**src/q2e_pkg.sv**
```systemverilog
// Shared widths, types, constants and helper functions of the quaternion to
// Euler angle converter. Depends on nothing; every other file imports it.
package q2e_pkg;

    // Fixed configuration of the datapath
    localparam int QUAT_WIDTH    = 16;
    localparam int CORDIC_STAGES = 16;
    localparam int SQRT_STAGES   = 32;

    // Derived widths
    localparam int PROD_W    = 2 * QUAT_WIDTH;
    localparam int PROD_FRAC = 2 * (QUAT_WIDTH - 1);
    localparam int Q30_W     = 32;
    localparam int ARG_W     = 34;
    localparam int CX_W      = 38;
    localparam int ANG_W     = 36;
    localparam int RAD_W     = 64;
    localparam int ROOT_W    = 32;
    localparam int WIDE_W    = ANG_W + 2;

    // Output field widths
    localparam int ROLL_W  = 16;
    localparam int PITCH_W = 14;
    localparam int YAW_W   = 15;
    localparam int TDATA_W = 48;

    typedef logic signed [QUAT_WIDTH-1:0] quat_t;
    typedef logic signed [Q30_W-1:0]      q30_t;
    typedef logic signed [ARG_W-1:0]      arg_t;
    typedef logic signed [CX_W-1:0]       cx_t;
    typedef logic signed [ANG_W-1:0]      ang_t;
    typedef logic signed [WIDE_W-1:0]     wide_t;
    typedef logic        [RAD_W-1:0]      rad_t;
    typedef logic        [ROOT_W-1:0]     root_t;

    // Constants in Q.30
    localparam arg_t ONE_ARG     = arg_t'(1 << 30);
    localparam ang_t PI_Q30      = 36'sd3373259426;
    localparam ang_t HALF_PI_Q30 = 36'sd1686629713;

    // Output saturation limits in Q4.12
    localparam wide_t ROLL_LO  = wide_t'(-12868);
    localparam wide_t ROLL_HI  = wide_t'(19302);
    localparam wide_t PITCH_LO = wide_t'(-6434);
    localparam wide_t PITCH_HI = wide_t'(6434);
    localparam wide_t YAW_LO   = wide_t'(-12868);
    localparam wide_t YAW_HI   = wide_t'(12868);

    // Product of two components brought to 30 fraction bits.
    function automatic q30_t mul_q30(input quat_t a, input quat_t b);
        logic signed [PROD_W-1:0] p;
        q30_t r;
        p = PROD_W'(a) * PROD_W'(b);
        if (PROD_FRAC >= 30)
            r = Q30_W'(p >>> (PROD_FRAC - 30));
        else
            r = Q30_W'(p) <<< (30 - PROD_FRAC);
        return r;
    endfunction

    // CORDIC rotation angle atan(2^-i) in Q.30.
    function automatic ang_t stage_angle(input int i);
        ang_t a;
        case (i)
            0:       a = 36'sd843314857;
            1:       a = 36'sd497837829;
            2:       a = 36'sd263043837;
            3:       a = 36'sd133525159;
            4:       a = 36'sd67021687;
            5:       a = 36'sd33543516;
            6:       a = 36'sd16775851;
            7:       a = 36'sd8388437;
            8:       a = 36'sd4194283;
            9:       a = 36'sd2097149;
            default:
            begin
                if (i > 30)
                    a = '0;
                else
                    a = ang_t'(64'sd1 <<< (30 - i));
            end
        endcase
        return a;
    endfunction

    // Round half up from Q.30 to Q4.12 and saturate.
    function automatic wide_t round_sat(input wide_t z, input wide_t lo, input wide_t hi);
        wide_t r;
        r = (z + wide_t'(1 << 17)) >>> 18;
        if (r < lo)
            r = lo;
        else if (r > hi)
            r = hi;
        return r;
    endfunction

endpackage

```
**src/q2e_isqrt.sv**
```systemverilog
// Pipelined restoring integer square root, one result bit per stage.
// Depends on q2e_pkg.
module q2e_isqrt (
    input  logic              clk,
    input  logic              rst_n,
    input  logic              en,
    input  logic              in_valid,
    input  q2e_pkg::rad_t     n_in,
    output logic              out_valid,
    output q2e_pkg::root_t    root
);
    import q2e_pkg::*;

    rad_t n_reg   [SQRT_STAGES-1];
    rad_t res_reg [SQRT_STAGES];
    logic v_reg   [SQRT_STAGES];
    rad_t n_cur   [SQRT_STAGES];
    rad_t res_cur [SQRT_STAGES];
    logic v_cur   [SQRT_STAGES];

    genvar k;
    generate
        for (k = 0; k < SQRT_STAGES; k++)
        begin : g_stage
            localparam rad_t BIT = rad_t'(1) << (62 - 2 * k);
            rad_t trial, n_next, res_next;
            logic ge;

            // Stage inputs come from the port or the previous stage.
            if (k == 0)
            begin : g_first
                assign n_cur[k]   = n_in;
                assign res_cur[k] = '0;
                assign v_cur[k]   = in_valid;
            end
            else
            begin : g_rest
                assign n_cur[k]   = n_reg[k-1];
                assign res_cur[k] = res_reg[k-1];
                assign v_cur[k]   = v_reg[k-1];
            end

            // One trial subtraction.
            always_comb
            begin
                trial    = res_cur[k] + BIT;
                ge       = (n_cur[k] >= trial);
                n_next   = ge ? (n_cur[k] - trial) : n_cur[k];
                res_next = ge ? ((res_cur[k] >> 1) + BIT) : (res_cur[k] >> 1);
            end

            always_ff @(posedge clk)
            begin
                if (en)
                    res_reg[k] <= res_next;
            end

            // The remainder is not needed after the last stage.
            if (k < SQRT_STAGES - 1)
            begin : g_keep_n
                always_ff @(posedge clk)
                begin
                    if (en)
                        n_reg[k] <= n_next;
                end
            end

            always_ff @(posedge clk or negedge rst_n)
            begin
                if (!rst_n)
                    v_reg[k] <= 1'b0;
                else if (en)
                    v_reg[k] <= v_cur[k];
            end
        end
    endgenerate

    assign out_valid = v_reg[SQRT_STAGES-1];
    assign root      = res_reg[SQRT_STAGES-1][ROOT_W-1:0];

endmodule

```
**config.mk**
```make
export PLATFORM = sky130hd
export DESIGN_NAME = q2e_isqrt
export DESIGN_NICKNAME = d
export VERILOG_FILES = /design/src/q2e_pkg.sv /design/src/q2e_isqrt.sv
export SDC_FILE = /design/constraint.sdc
export NUM_CORES = 2
export LEC_CHECK = 0
export BUFFER_PORTS_ARGS = -buffer_cell sky130_fd_sc_hd__buf_2
export CAP_MARGIN = 20
export CORE_MARGIN = 8
export CORE_UTILIZATION = 40
export DETAILED_ROUTE_END_ITERATION = 8
export GPL_ROUTABILITY_DRIVEN = 1
export PLACE_DENSITY = 0.53
export RECOVER_POWER = 100
export SLEW_MARGIN = 15
export SYNTH_ARGS = -nofsm -noshare
export SYNTH_HDL_FRONTEND = slang
export SYNTH_SLANG_ARGS = --single-unit
```
**constraint.sdc**
```tcl
create_clock -name clk -period 4.45 [get_ports clk]
set_clock_uncertainty 0.1 [all_clocks]
set_input_delay 0.2225 -clock clk [delete_from_list [all_inputs] [get_ports clk]]
set_output_delay 0.2225 -clock clk [all_outputs]
set_load 0.02 [all_outputs]
```
==> Implementation_results.wiki <==
{| class="wikitable"
! Metric !! Value
|-
| Unique cell type count in the Yosys netlist || 92
|-
| Critical path peak fanout || 29
|-
| Required time of the critical path || just under 5 ns
|-
| DP Worst Slack || 0.0695 ns
|-
| Leading post-synthesis cells by instance count || 2512 x edfxtp_1, 706 x inv_1, 630 x nand2_1
|-
| Failing checks || capacitance limit, slew limit
|-
| Placeable core region || 303000 sq um
|-
| Number of warnings reported in the yosys synthesis log || 0
|-
| Highest attainable clock frequency || 234 MHz
|-
| Max Slew Vio Count || 1362
|-
| Synth area leader || edfxtp_1
|-
| IO buf count || 100
|-
| Startpoint of the tightest hold check path || in_valid
|-
| Number of antenna-violating nets in the routed design || 0
|-
| Share of the cycle needed by the critical path after routing || 0.961
|-
| DR WL met3 || 16600 um
|-
| Number of nets in the layout || around 11000
|-
| CP Launch Type || flop
|-
| WL met2 || 152000 um
|-
| Wire length after detailed routing || 319000 um
|-
| Final Core Density || 0.457
|-
| Final-layout setup total negative slack || 0 ns
|-
| Vias post-DR || 79100
|-
| Run status || finished, violations left
|-
| Mapped Avg Cell Area || 12.6 sq um
|-
| Top routing layer in use || met5
|-
| Root Driver || clkbuf_16
|-
| Synthesized cell area || 122000 sq um
|-
| Crit path from || n_reg[3][175]
|-
| Die Width || 568 um
|-
| Class of the tightest hold or removal check || in2reg
|-
| DRC violation count after routing || 0
|-
| Height of the die || 568 um
|-
| # rows || slightly above 200
|-
| Power Density || 522 nW/um^2
|-
| Number of nets produced by synthesis || 10300
|-
| Endpoint type of the worst setup path || flop
|-
| Hold Violations, Final || 0
|-
| Detailed placement HPWL || 240000 um
|-
| Total global routing track utilization || 0.190
|-
| Routed wire per std cell || 22.2 um
|-
| Fraction of synthesis flops using an asynchronous set or reset pin || 0.0126
|-
| Largest net degree at the start of global routing || 150
|-
| Wire length of the first global-routing pass || 480000 um
|-
| Number of DRC violations after detailed-routing iteration 0 || 6952
|-
| Flip-flop count of the largest register after layout || 1984
|-
| Number of clock sinks || 2544
|-
| Initial core utilization || 0.402
|-
| Hold-critical path depth || 3
|-
| Worst setup slack after layout || 0.175 ns
|-
| Final Critical Period || between 4 and 5 ns
|-
| Terminus of the critical flop-to-flop path || n_reg[3][233]
|-
| Number of buffers on the longest clock path || 4
|-
| CTS tree || yes
|-
| P&R area growth vs syn || 13.5%
|-
| Synth top area cells || edfxtp_1 62%, ha_1 5.7%, xnor2_1 3.6%, xor2_1 2.8%, a21oi_1 2.6%
|-
| Post-DP Area || 128000 sq um
|-
| Cells after synthesis || 9698
|-
| Die ar. || approximately 320000 sq um
|-
| Critical path class || reg2reg
|-
| TritonCTS Buffers || 291
|-
| Critical Path AT || about 4.8 ns
|-
| Number of setup violations in the final report || 0
|-
| Most frequent cell after synthesis || edfxtp_1
|-
| FF-to-FF setup slack || 0.18 ns
|-
| Share of Yosys cell area claimed by the top area cell type || 0.619
|-
| Via-per-instance ratio || 5.49
|-
| Depth of the worst register-to-register path || 9
|-
| Number of enable flip-flop cells after synthesis || 2512
|-
| VDD IR max || ~0.29 mV
|-
| Met1 WL || between 100000 and 150000 um
|-
| Seq cells post-synth || 2544
|-
| Number of violations of the max-capacitance limit || 16
|-
| Gp weighted congestion || 0.918
|-
| Clock insertion delay at the later pin of the skew report || between 0.8 and 0.9 ns
|-
| Antenna violations before repair || 12
|-
| Actual slew at the worst max-slew pin || 2.15 ns
|-
| First drt pass iteration count || 6
|-
| Worst-case hold path end point || v_cur[30]
|-
| Area of all placed cells without fillers || 138000 sq um
|-
| Flip-flop cell with the highest count after synthesis || edfxtp_1
|-
| Relative max-transition margin || -0.436
|-
| Share of the yosys chip area belonging to registers || 0.625
|-
| Post-CTS setup repair buffer count || 0
|-
| Register clock-pin slew on the reported worst setup and hold paths || approximately 0.06 ns
|-
| Pleak || 0.0514 uW
|-
| Via count of the first global-routing pass || 77500
|-
| Ratio of cells with drive above 1 in the final layout || 0.0674
|-
| Reg-to-reg startpoint || n_reg[3][175]
|-
| Sum of overflow across all layers after global routing || 0
|-
| Setup repair after global routing missed its margin || no
|-
| I/O pin count || 101
|-
| CTS H-tree depth || 5
|}
[worst max-delay path, stage by stage (launching register included)]
cell,delay (ns)
edfxtp_1,0.40
ha_1,0.52
or4b_1,0.48
or4_1,0.50
nor4_2,0.55
a211oi_1,0.20
o21a_1,0.15
a31oi_1,0.31
buf_4,0.41
mux2_2,0.38
[layout by cell type, fill, tap and decap left out, types with 163 or more instances in the layout]
cell	n
xor2_1	384
o21ai_0	477
nor3_1	236
nor4_1	327
edfxtp_1	2512
clkbuf_16	296
inv_1	707
clkbuf_1	208
nand4_1	173
a21o_1	233
nand3_1	163
nand2_1	630
ha_1	558
nor2_1	605
xnor2_1	497
a21oi_1	622
[cell type report]
type | count | area, sq um
multi-input cells | 6251 | 42300
flip-flops and latches | 2544 | 76200
inverters | 710 | 2670
well taps | 3978 | 4980
repair buffers | 397 | 2700
clock inverters | 167 | 1800
clock buffers | 358 | 7640
diodes | 6 | 15.0
fillers | 27200 | 165000
[repair_timing]
item                       4_1_cts  5_1_grt
setup endpoints to repair        0       25
hold buffers                   133        0
gates resized for setup          0        6
hold endpoints to repair       313        0
[per-layer routing]
layer | vias to the layer above | GRT usage
met2 | 2129 | 0.317
li1 | 37400 | -
met1 | 39000 | 0.263
met3 | 446 | 0.0256
met4 | 2 | 0.0472
met5 | - | 0
[worst max-delay path by stage]
stage / cells past startpoint / endpoint / slack (ns)
CTS: 11 / n_reg[5][54] / 0.03
detailed placement: 9 / n_reg[3][228] / 0.07
floorplan: 11 / n_reg[6][170] / 0.79
finish: 9 / n_reg[3][233] / 0.18
global route: 10 / n_reg[6][181] / 0.01
global placement: 9 / n_reg[3][227] / 0.09
[cells by family after synthesis]
family,count (synthesis),share of synthesized area
simple gates,2808,0.119
flops,2544,0.625
compound gates,1878,0.0949
buf+inv,903,0.0280
xor+xnor,881,0.0633
fa+ha+maj,558,0.0573
mux,126,0.0118
[power by group]
group          internal (uW)  total, uW  leakage [uW]  switching (uW)
logic                   6180      15200        0.0222            9030
clock network          14000      23800       0.00457            9800
registers              30500      33100        0.0246            2590
[metrics by stage]
step	total power [uW]	hold WS (ns)	cells
floorplan	43100	-0.173	9698
finish	72200	0.106	14400
global route	75600	0.0929	14400
global placement	48400	0.224	13700
detailed placement	48600	0.226	13700
CTS	72900	0.0652	14400
Note: power is estimated with default switching activity, not from simulation.
