--- config.mk ---
export PLATFORM = sky130hd
export DESIGN_NAME = q2e_back
export DESIGN_NICKNAME = d
export VERILOG_FILES = /design/src/q2e_pkg.sv /design/src/q2e_back.sv
export SDC_FILE = /design/constraint.sdc
export NUM_CORES = 1
export LEC_CHECK = 0
export BUFFER_PORTS_ARGS = -buffer_cell sky130_fd_sc_hd__buf_2
export CORE_MARGIN = 5
export CORE_UTILIZATION = 52
export CTS_BUF_LIST = sky130_fd_sc_hd__clkbuf_16
export DETAILED_ROUTE_END_ITERATION = 10
export GPL_ROUTABILITY_DRIVEN = 0
export PLACE_DENSITY = 0.8
export SETUP_SLACK_MARGIN = 0.4
export SLEW_MARGIN = 5
export SYNTH_ARGS = -nofsm -noshare
export SYNTH_HDL_FRONTEND = slang
export SYNTH_SLANG_ARGS = --single-unit
--- constraint.sdc ---
create_clock -name clk -period 0.8 [get_ports clk]
set_input_delay 0.08 -clock clk [delete_from_list [all_inputs] [get_ports clk]]
set_output_delay 0.08 -clock clk [all_outputs]
set_load 0.1 [all_outputs]
--- src/q2e_pkg.sv ---
// Shared widths, types, constants and helper functions of the quaternion to
// Euler angle converter. Depends on nothing; every other file imports it.
package q2e_pkg;

    // Fixed configuration of the datapath
    localparam int QUAT_WIDTH    = 16;
    localparam int CORDIC_STAGES = 16;
    localparam int SQRT_STAGES   = 32;

    // Derived widths
    localparam int PROD_W    = 2 * QUAT_WIDTH;
    localparam int PROD_FRAC = 2 * (QUAT_WIDTH - 1);
    localparam int Q30_W     = 32;
    localparam int ARG_W     = 34;
    localparam int CX_W      = 38;
    localparam int ANG_W     = 36;
    localparam int RAD_W     = 64;
    localparam int ROOT_W    = 32;
    localparam int WIDE_W    = ANG_W + 2;

    // Output field widths
    localparam int ROLL_W  = 16;
    localparam int PITCH_W = 14;
    localparam int YAW_W   = 15;
    localparam int TDATA_W = 48;

    typedef logic signed [QUAT_WIDTH-1:0] quat_t;
    typedef logic signed [Q30_W-1:0]      q30_t;
    typedef logic signed [ARG_W-1:0]      arg_t;
    typedef logic signed [CX_W-1:0]       cx_t;
    typedef logic signed [ANG_W-1:0]      ang_t;
    typedef logic signed [WIDE_W-1:0]     wide_t;
    typedef logic        [RAD_W-1:0]      rad_t;
    typedef logic        [ROOT_W-1:0]     root_t;

    // Constants in Q.30
    localparam arg_t ONE_ARG     = arg_t'(1 << 30);
    localparam ang_t PI_Q30      = 36'sd3373259426;
    localparam ang_t HALF_PI_Q30 = 36'sd1686629713;

    // Output saturation limits in Q4.12
    localparam wide_t ROLL_LO  = wide_t'(-12868);
    localparam wide_t ROLL_HI  = wide_t'(19302);
    localparam wide_t PITCH_LO = wide_t'(-6434);
    localparam wide_t PITCH_HI = wide_t'(6434);
    localparam wide_t YAW_LO   = wide_t'(-12868);
    localparam wide_t YAW_HI   = wide_t'(12868);

    // Product of two components brought to 30 fraction bits.
    function automatic q30_t mul_q30(input quat_t a, input quat_t b);
        logic signed [PROD_W-1:0] p;
        q30_t r;
        p = PROD_W'(a) * PROD_W'(b);
        if (PROD_FRAC >= 30)
            r = Q30_W'(p >>> (PROD_FRAC - 30));
        else
            r = Q30_W'(p) <<< (30 - PROD_FRAC);
        return r;
    endfunction

    // CORDIC rotation angle atan(2^-i) in Q.30.
    function automatic ang_t stage_angle(input int i);
        ang_t a;
        case (i)
            0:       a = 36'sd843314857;
            1:       a = 36'sd497837829;
            2:       a = 36'sd263043837;
            3:       a = 36'sd133525159;
            4:       a = 36'sd67021687;
            5:       a = 36'sd33543516;
            6:       a = 36'sd16775851;
            7:       a = 36'sd8388437;
            8:       a = 36'sd4194283;
            9:       a = 36'sd2097149;
            default:
            begin
                if (i > 30)
                    a = '0;
                else
                    a = ang_t'(64'sd1 <<< (30 - i));
            end
        endcase
        return a;
    endfunction

    // Round half up from Q.30 to Q4.12 and saturate.
    function automatic wide_t round_sat(input wide_t z, input wide_t lo, input wide_t hi);
        wide_t r;
        r = (z + wide_t'(1 << 17)) >>> 18;
        if (r < lo)
            r = lo;
        else if (r > hi)
            r = hi;
        return r;
    endfunction

endpackage

--- src/q2e_back.sv ---
// Back end: roll clamp and offset, pitch doubling less half pi, rounding to Q4.12
// and saturation, in one register stage. Depends on q2e_pkg.
module q2e_back (
    input  logic                                 clk,
    input  logic                                 rst_n,
    input  logic                                 en,
    input  logic                                 in_valid,
    input  q2e_pkg::ang_t                        roll_z,
    input  q2e_pkg::ang_t                        pitch_z,
    input  q2e_pkg::ang_t                        yaw_z,
    input  logic                                 clamped_in,
    input  logic                                 offset_en,
    output logic                                 out_valid,
    output logic signed [q2e_pkg::ROLL_W-1:0]    roll,
    output logic signed [q2e_pkg::PITCH_W-1:0]   pitch,
    output logic signed [q2e_pkg::YAW_W-1:0]     yaw,
    output logic                                 clamped
);
    import q2e_pkg::*;

    ang_t  roll_c;
    wide_t roll_w, pitch_w, yaw_w;
    logic signed [ROLL_W-1:0]  roll_reg;
    logic signed [PITCH_W-1:0] pitch_reg;
    logic signed [YAW_W-1:0]   yaw_reg;
    logic clamped_reg, v_reg;

    // Final angle arithmetic.
    always_comb
    begin
        roll_c = roll_z;
        if (roll_z > PI_Q30)
            roll_c = PI_Q30;
        else if (roll_z < -PI_Q30)
            roll_c = -PI_Q30;
        roll_w = wide_t'(roll_c);
        if (offset_en)
            roll_w = roll_w + wide_t'(HALF_PI_Q30);
        pitch_w = (wide_t'(pitch_z) <<< 1) - wide_t'(HALF_PI_Q30);
        yaw_w   = wide_t'(yaw_z);
    end

    always_ff @(posedge clk)
    begin
        if (en)
        begin
            roll_reg    <= ROLL_W'(round_sat(roll_w, ROLL_LO, ROLL_HI));
            pitch_reg   <= PITCH_W'(round_sat(pitch_w, PITCH_LO, PITCH_HI));
            yaw_reg     <= YAW_W'(round_sat(yaw_w, YAW_LO, YAW_HI));
            clamped_reg <= clamped_in;
        end
    end

    always_ff @(posedge clk or negedge rst_n)
    begin
        if (!rst_n)
            v_reg <= 1'b0;
        else if (en)
            v_reg <= in_valid;
    end

    assign out_valid = v_reg;
    assign roll      = roll_reg;
    assign pitch     = pitch_reg;
    assign yaw       = yaw_reg;
    assign clamped   = clamped_reg;

endmodule

==> results of run 1 <==
-- kinds of logic after synthesis --
group | after synthesis | share of synthesized area (%)
XOR/XNOR | 41 | 7.30
flip-flops | 47 | 28.6
AND/OR/NAND/NOR | 263 | 30.1
AO/OA/AOI/OAI | 203 | 28.5
multiplexers | 7 | 1.47
buffers and inverters | 40 | 3.33
adder cells (fa/ha/maj) | 3 | 0.763
-- synth_stat cells, types with 3 or more instances --
library cell,n,area [um2]
nand2_1,51,191
nor2_1,48,180
edfxtp_1,46,1380
a21oi_1,41,205
o21ai_0,37,185
nand3_1,25,125
xor2_1,24,210
clkbuf_1,18,67.6
nand4_1,17,106
xnor2_1,17,149
nor3_1,15,75.1
nor4_1,14,87.6
inv_1,12,45.0
or3_1,12,75.1
nor2b_1,11,68.8
o21a_1,11,82.6
a31oi_1,10,62.6
and3_1,10,62.6
o211ai_1,10,75.1
a21o_1,9,67.6
nor3b_1,9,67.6
or2_2,9,56.3
o21ai_1,8,40.0
or4_1,7,52.6
a211oi_1,6,45.0
and2_1,6,37.5
nand2b_1,6,37.5
o31ai_1,6,45.0
a31o_2,5,43.8
mux2i_1,5,50.1
o22ai_1,5,31.3
a211o_1,4,35.0
buf_1,4,15.0
buf_2,4,20.0
o21bai_1,4,30.0
o311a_1,4,40.0
a221oi_1,3,26.3
and4_1,3,26.3
ha_1,3,37.5
nand3b_1,3,22.5
-- metrics by stage --
stage / std cells / setup slack (ns) / TNS (ns)
2_1_floorplan: 604 / -4.90 / -121.80
3_3_place_gp: 1069 / -5.17 / -125.52
3_5_place_dp: 1069 / -5.55 / -138.99
==> results.md, run 1 <==
* Synth Instances at 604
* Die Ht at 107 um
* Std-Cell Rows at 35
* Post-CTS setup buffer count at 24
* Sequential area share after synthesis at 28.6%
* FF+latch count, synth at 47
* Initial core utilization at 53.3%
* Status: did not finish
* # IOs at 161
* # hold bufs at CTS at 1
* Maximum clock insertion buffer count at 2
* Mapped Avg Cell Area at 8.15 um2
* Ys flop type: edfxtp_1
* Synthesis Warnings at 0
* Post-DP Area at 8300 um2
* Die W at 107 um
* Asr flop ratio synth at 2.13%
* Unique masters post-synth at 83
* Sink Count at 47
* Hpwl dp at 18.6 mm
* Post-Syn Area at 4920 um2
* CTS Root Cell: clkbuf_16
* # resized after CTS at 131
* Port bufs at 143
* Fail Step: clock tree synthesis
* Post-synthesis net count at 721
* Total CTS buffers at 5
* Err: [ERROR DPL-0038] Utilization greater than 100%, impossible to legalize
* Post-synth EDFFs at 46
* H-tree levels at 2
==> inputs of run 2 (changes only) <==
Settings changed: CORE_UTILIZATION 52 to 40, CTS_BUF_LIST sky130_fd_sc_hd__clkbuf_16 to unset, PLACE_DENSITY 0.8 to unset, PLACE_DENSITY_LB_ADDON set to 0.15, SETUP_SLACK_MARGIN 0.4 to unset.
==> results.md, run 2 <==
* Share of cells above drive strength 1 at 55.5%
* Critical Path AT at 5.59 ns
* WS Path Type: input pin to flop
* Non-Filler Instances at 1,140
* Total GRT Usage at 25.9%
* Cell accounting for the most synthesized area: edfxtp_1 (unchanged)
* Sequential fraction of design power at 26.5%
* Slew headroom at 44.0%
* Drt first-iter violations at 366
* Area Overhead vs Synth at 92.3%
* WHS Endpoint: out_valid$_DFFE_PN0P_
* Worst Max-Slew Pin Slew at 0.832 ns
* Post-synthesis net count at 721 (unchanged)
* Synth Instances at 604 (unchanged)
* Synth top cells by count: nand2_1 (51), nor2_1 (48), edfxtp_1 (46), a21oi_1 (41), o21ai_0 (37) (unchanged)
* Overflow after GRT at 0
* Placed insts at 1,104 (was 1,069)
* P_sw at 0.00480 W
* Tmin final at 5.58 ns
* Port bufs at 143 (unchanged)
* Router iterations before antenna repair at 5
* Post-synth EDFFs at 46 (unchanged)
* Failing checks: negative setup slack
* Floorplan Core Area at 12,000 um2
* Std-Cell Rows at 40 (was 35)
* CTS clk-pin slew, worst paths at 0.06 ns
* RR Endpoint: out_valid$_DFFE_PN0P_
* H-tree levels at 2 (unchanged)
* Maximum VDD drop at 843 uV
* CP required at 0.81 ns
* Yosys top cell area share at 28.1% (unchanged)
* Reg2Reg Depth at 1
* Worst skew pair latency at 0.28 ns
* Setup TNS Final at -121.57 ns
* Leakage at 3.96 nW
* Worst Min Path Start: in_valid
* RSZ-0062 raised after global routing: yes
* Synthesis Warnings at 0 (unchanged)
* TritonCTS clock tree: yes
* Final setup skew at 0 ns
* Asr flop ratio synth at 2.13% (unchanged)
* Post-Syn Area at 4920 um2 (unchanged)
* Hpwl dp at 14.9 mm (was 18.6 mm)
* Sink Count at 47 (unchanged)
* Clock share of power at 19.3%
* Pin count of the biggest net entering global routing at 23
* Fmax at 179 MHz
* Mapped Avg Cell Area at 8.15 um2 (unchanged)
* Antenna violations before repair at 0
* Max reg flops at 16
* Setup-failing EPs final at 93
* Status: finished, violations left (was did not finish)
* Antenna cell count at 0
* Most frequent cell after synthesis: nand2_1 (unchanged)
* First-pass GRT wire length at 31.5 mm
* Number of max-cap violations at 0
* CTS Root Cell: clkbuf_16 (unchanged)
* Hold Vio Cnt, Final at 0
* Final net count at 1,109
* Switching part of the total at 39.7%
* PwrDens at 1280 nW/um2
* Final period util at 697%
* WHS Path Cells at 2
* Sequential area share after synthesis at 28.6% (unchanged)
* Total wire length at 20.0 mm
* Die W at 121 um (was 107 um)
* Post-DRT Antenna Nets at 0
* Vias in the first global route at 6,747
* R2r startpoint: out_valid$_DFFE_PN0P_
* Unique masters post-synth at 83 (unchanged)
* # IOs at 161 (unchanged)
* Drt wl/cell at 17.6 um
* Via count at 6,677
* Final Max Slew Viols at 0
* Hold WC Path Type: input pin to flop
* Reg2Reg Setup Slack at -0.06 ns
* Crit-path max FO at 6
* Startpoint Class: input pin
* Setup ws final at -4.78 ns
* Commonest non-fill, non-tap cell in the layout: buf_4
* Total CTS buffers at 5 (unchanged)
* Most frequent cells in the layout: buf_4 (250), buf_2 (87), buf_12 (51)
* Initial core utilization at 41.0% (was 53.3%)
* Crit. End Element: flop
* Die area at 14,600 um2
* Die Ht at 121 um (was 107 um)
* Top post-synthesis cells by area: edfxtp_1 (28%), xor2_1 (4.3%), a21oi_1 (4.2%), nand2_1 (3.9%), o21ai_0 (3.8%) (unchanged)
* Ys flop type: edfxtp_1 (unchanged)
* Residual DRC count at 0
* FF+latch count, synth at 47 (unchanged)
* Maximum clock insertion buffer count at 2 (unchanged)
* Vias per cell at 5.86
* Int Pwr at 0.00731 W
* Combinational Power Share at 54.3%
run 2: cell counts after synthesis:
No cell type changed its count.
run 2: metrics by stage:
step | instance area [um2] | power (W) | util, % | worst slack, ns | hold slack (ns)
global placement | 8470 | 0.00912 | 70.5 | -5.18 | -0.145
detailed placement | 8470 | 0.00926 | 70.5 | -5.40 | -0.141
global route | 9460 | 0.0126 | 78.8 | -5.19 | 0.0397
CTS | 9150 | 0.0119 | 76.1 | -4.96 | 0.0352
floorplan | 5210 | 0.00637 | - | -4.90 | -0.216
finish | 9460 | 0.0121 | 78.8 | -4.78 | 0.0362
run 2: repair_timing:
item                       in CTS  in global routing
hold endpoints to repair        2                  0
hold buffers                    2                  0
setup buffers                  18                 11
pin swaps                      52                 51
setup endpoints to repair      93                 93
gates resized for setup        85                 50
cloned                          1                  0
run 2: cell type report:
class,count,area [um2]
clock buffer,7,133
clock inverter,1,30.0
fill,764,2550
inverter,12,45.0
multi-input combinational,517,4080
sequential,47,1410
tap,147,184
timing repair buffer,409,3590
run 2: worst max path at each step:
stage	slack, ns	end	startpoint	depth (start not counted)
finish	-4.78	roll[2]$_SDFFCE_PP1P_	roll_z[1]	26
global route	-5.19	roll[2]$_SDFFCE_PP1P_	roll_z[2]	29
CTS	-4.96	roll[1]$_SDFFCE_PP0P_	roll_z[1]	29
floorplan	-4.90	roll[5]$_SDFFCE_PP1P_	roll_z[1]	29
detailed placement	-5.40	roll[1]$_SDFFCE_PP0P_	roll_z[1]	29
global placement	-5.18	roll[1]$_SDFFCE_PP0P_	roll_z[1]	29
run 2: critical path: stages:
cell and delay, ns:
buf_6 0.09, a41oi_2 0.18, o21bai_1 0.08, a21oi_1 0.15, nor2b_1 0.06, o31ai_1 0.21, nand3_1 0.11, a31o_2 0.24
a31oi_1 0.12, nor2_1 0.07, o311ai_2 0.23, ha_2 0.36, buf_4 0.17, or4_4 0.48, nor3_4 0.25, nor3b_2 0.10
a21boi_2 0.16, a21oi_1 0.11, or3_4 0.39, or4_4 0.53, o21a_1 0.21, buf_4 0.14, nor3_2 0.19, o2111ai_2 0.20
and3_4 0.25, or3_1 0.42
run 2: power groups by stage:
stage                     Clock, W  Combinational (W)  Sequential [W]
after CTS                  0.00234            0.00631         0.00321
after detailed placement         0            0.00600         0.00326
after global placement           0            0.00588         0.00325
final                      0.00233            0.00657         0.00321
after floorplan                  0            0.00154         0.00483
after global routing       0.00245            0.00691         0.00323
run 2: layer usage:
layer | vias up | global-route usage, % | wire, um
li1 | 3142 | - | -
met1 | 3179 | 30.2 | 7860
met2 | 295 | 47.6 | 10300
met3 | 61 | 2.94 | 1220
met4 | 0 | 11.3 | 711
met5 | - | 0 | 0
run 2: kinds of logic (layout without fill, tap and decap cells):
family / Yosys count / after routing / synth area share [%]
adder cells (fa/ha/maj): 3 / 3 / 0.763
AND/OR/NAND/NOR: 263 / 263 / 30.1
XOR/XNOR: 41 / 41 / 7.30
AO/OA/AOI/OAI: 203 / 203 / 28.5
buffers and inverters: 40 / 429 / 3.33
flip-flops: 47 / 47 / 28.6
multiplexers: 7 / 7 / 1.47
(Power assumes the default switching activity.)
==> inputs of run 3 (changes only) <==
Settings changed: SKIP_CTS_REPAIR_TIMING set to 1.
==> results.md, run 3 (same netlist as run 2, synthesis figures left out) <==
* Placed insts at 1,104 (unchanged)
* Non-Filler Instances at 1,135 (was 1,140)
* Drt first-iter violations at 371 (was 366)
* Antenna cell count at 0 (unchanged)
* Drt wl/cell at 17.1 um (was 17.6 um)
* Number of max-cap violations at 0 (unchanged)
* Total wire length at 19.5 mm (was 20.0 mm)
* Crit-path max FO at 8 (was 6)
* Sink Count at 47 (unchanged)
* WHS Path Cells at 2 (unchanged)
* Worst Max-Slew Pin Slew at 0.873 ns (was 0.832 ns)
* Hpwl dp at 14.9 mm (unchanged)
* Worst Min Path Start: in_valid (unchanged)
* PwrDens at 1290 nW/um2 (was 1280 nW/um2)
* Setup-failing EPs final at 93 (unchanged)
* Maximum VDD drop at 835 uV (was 843 uV)
* Port bufs at 143 (unchanged)
* WS Path Type: input pin to flop (unchanged)
* Status: finished, violations left (unchanged)
* Met3 usage at 2.24% (was 2.94%)
* # IOs at 161 (unchanged)
* Reg2Reg Setup Slack at -0.06 ns (about the same)
* RSZ-0062 raised after global routing: yes (unchanged)
* WHS Endpoint: out_valid$_DFFE_PN0P_ (unchanged)
* Die W at 121 um (unchanged)
* Fmax at 176 MHz (was 179 MHz)
* CTS Root Cell: clkbuf_16 (unchanged)
* Antenna violations before repair at 0 (unchanged)
* Share of cells above drive strength 1 at 53.5% (was 55.5%)
* Hold Vio Cnt, Final at 0 (unchanged)
* CTS clk-pin slew, worst paths at 0.06 ns (about the same)
* Leakage at 3.91 nW (was 3.96 nW)
* Vias in the first global route at 6,434 (was 6,747)
* Std-Cell Rows at 40 (unchanged)
* Router iterations before antenna repair at 6 (was 5)
* Crit-path slowest cell: or4_4 (unchanged)
* Overflow after GRT at 0 (unchanged)
* Tot Pwr at 0.0120 W (was 0.0121 W)
* Startpoint Class: input pin (unchanged)
* Die area at 14,600 um2 (unchanged)
* Global routing usage on met1 at 28.2% (was 30.2%)
* Total CTS buffers at 5 (unchanged)
* Most frequent cells in the layout: buf_4 (249), buf_2 (86), buf_12 (50) (was buf_4 (250), buf_2 (87), buf_12 (51))
* Critical Path AT at 5.72 ns (was 5.59 ns)
* Worst skew pair latency at 0.28 ns (about the same)
* Initial core utilization at 41.0% (unchanged)
* Maximum clock insertion buffer count at 2 (unchanged)
* Met2 usage at 43.9% (was 47.6%)
* Setup ws final at -4.88 ns (was -4.78 ns)
* Final Max Slew Viols at 0 (unchanged)
* Commonest non-fill, non-tap cell in the layout: buf_4 (unchanged)
* Failing checks: negative setup slack (unchanged)
* TritonCTS clock tree: yes (unchanged)
* Final period util at 710% (was 697%)
* Final net count at 1,104 (was 1,109)
* Pin count of the biggest net entering global routing at 23 (unchanged)
* H-tree levels at 2 (unchanged)
* Final setup skew at 0 ns (unchanged)
* Die Ht at 121 um (unchanged)
* Via count at 6,641 (was 6,677)
* R2r startpoint: out_valid$_DFFE_PN0P_ (unchanged)
* Crit. End Element: flop (unchanged)
* CP max stage delay at 0.44 ns (was 0.53 ns)
* Post-DRT Antenna Nets at 0 (unchanged)
* Residual DRC count at 0 (unchanged)
* Floorplan Core Area at 12,000 um2 (unchanged)
* Total GRT Usage at 23.7% (was 25.9%)
* Hold WC Path Type: input pin to flop (unchanged)
* CP required at 0.84 ns (was 0.81 ns)
* Max reg flops at 16 (unchanged)
* Reg2Reg Depth at 1 (unchanged)
* Slew headroom at 40.3% (was 44.0%)
* RR Endpoint: out_valid$_DFFE_PN0P_ (unchanged)
* Area Overhead vs Synth at 89.5% (was 92.3%)
* GRT Max-Usage Layer: met2 (unchanged)
* First-pass GRT wire length at 29.0 mm (was 31.5 mm)
* Vias per cell at 5.85 (was 5.86)
* Tmin final at 5.68 ns (was 5.58 ns)
## run 3: critical path, delay by kind of cell
kind,cells,cell delay [ns]
and+or+nand+nor,10,2.21
AOI/OAI and AO/OA,13,2.32
xor gates and xnor gates,2,0.28
adders and majority gates,2,0.49
buffers and inverters,2,0.33
## run 3: worst max path at each step
stage               slack (ns)       from               endpoint
floorplan                -4.90  roll_z[1]  roll[5]$_SDFFCE_PP1P_
global placement         -5.18  roll_z[1]  roll[1]$_SDFFCE_PP0P_
detailed placement       -5.40  roll_z[1]  roll[1]$_SDFFCE_PP0P_
CTS                      -5.10  roll_z[1]  roll[1]$_SDFFCE_PP0P_
global route             -5.27  roll_z[1]  roll[1]$_SDFFCE_PP0P_
finish                   -4.88  roll_z[1]  roll[1]$_SDFFCE_PP0P_
## run 3: power breakdown
part	internal, W	switching, W	leakage, nW
Clock	0.00148	0.000843	0.0781
Combinational	0.00277	0.00371	3.37
Sequential	0.00301	0.000195	0.461
Total	0.00726	0.00474	3.91
## run 3: routing by layer
layer  vias to the layer above  part of all wire [%]
met3                        53                   5.9
met1                      3150                    39
met2                       294                    51
met4                         0                   3.6
li1                       3144                     -
met5                         -                     0
## run 3: stage by stage
stage | util (%) | TNS, ns | area, um2 | hold WS (ns) | setup slack [ns]
6_report | 77.6 | -121.87 | 9330 | 0.0377 | -4.88
5_1_grt | 77.6 | -132.57 | 9330 | 0.0429 | -5.27
4_1_cts | 71.8 | -126.39 | 8630 | -0.442 | -5.10
3_5_place_dp | 70.5 | -132.92 | 8470 | -0.141 | -5.40
3_3_place_gp | 70.5 | -127.01 | 8470 | -0.145 | -5.18
2_1_floorplan | - | -121.80 | 5210 | -0.216 | -4.90
## run 3: final cells by class
type                    instances  area [um2]
repair buffers                404        3530
clock buffers                   7         133
fillers                       795        2690
flip-flops and latches         47        1410
inverters                      12        45.0
well taps                     147         184
multi-input cells             517        4000
clock inverters                 1        30.0
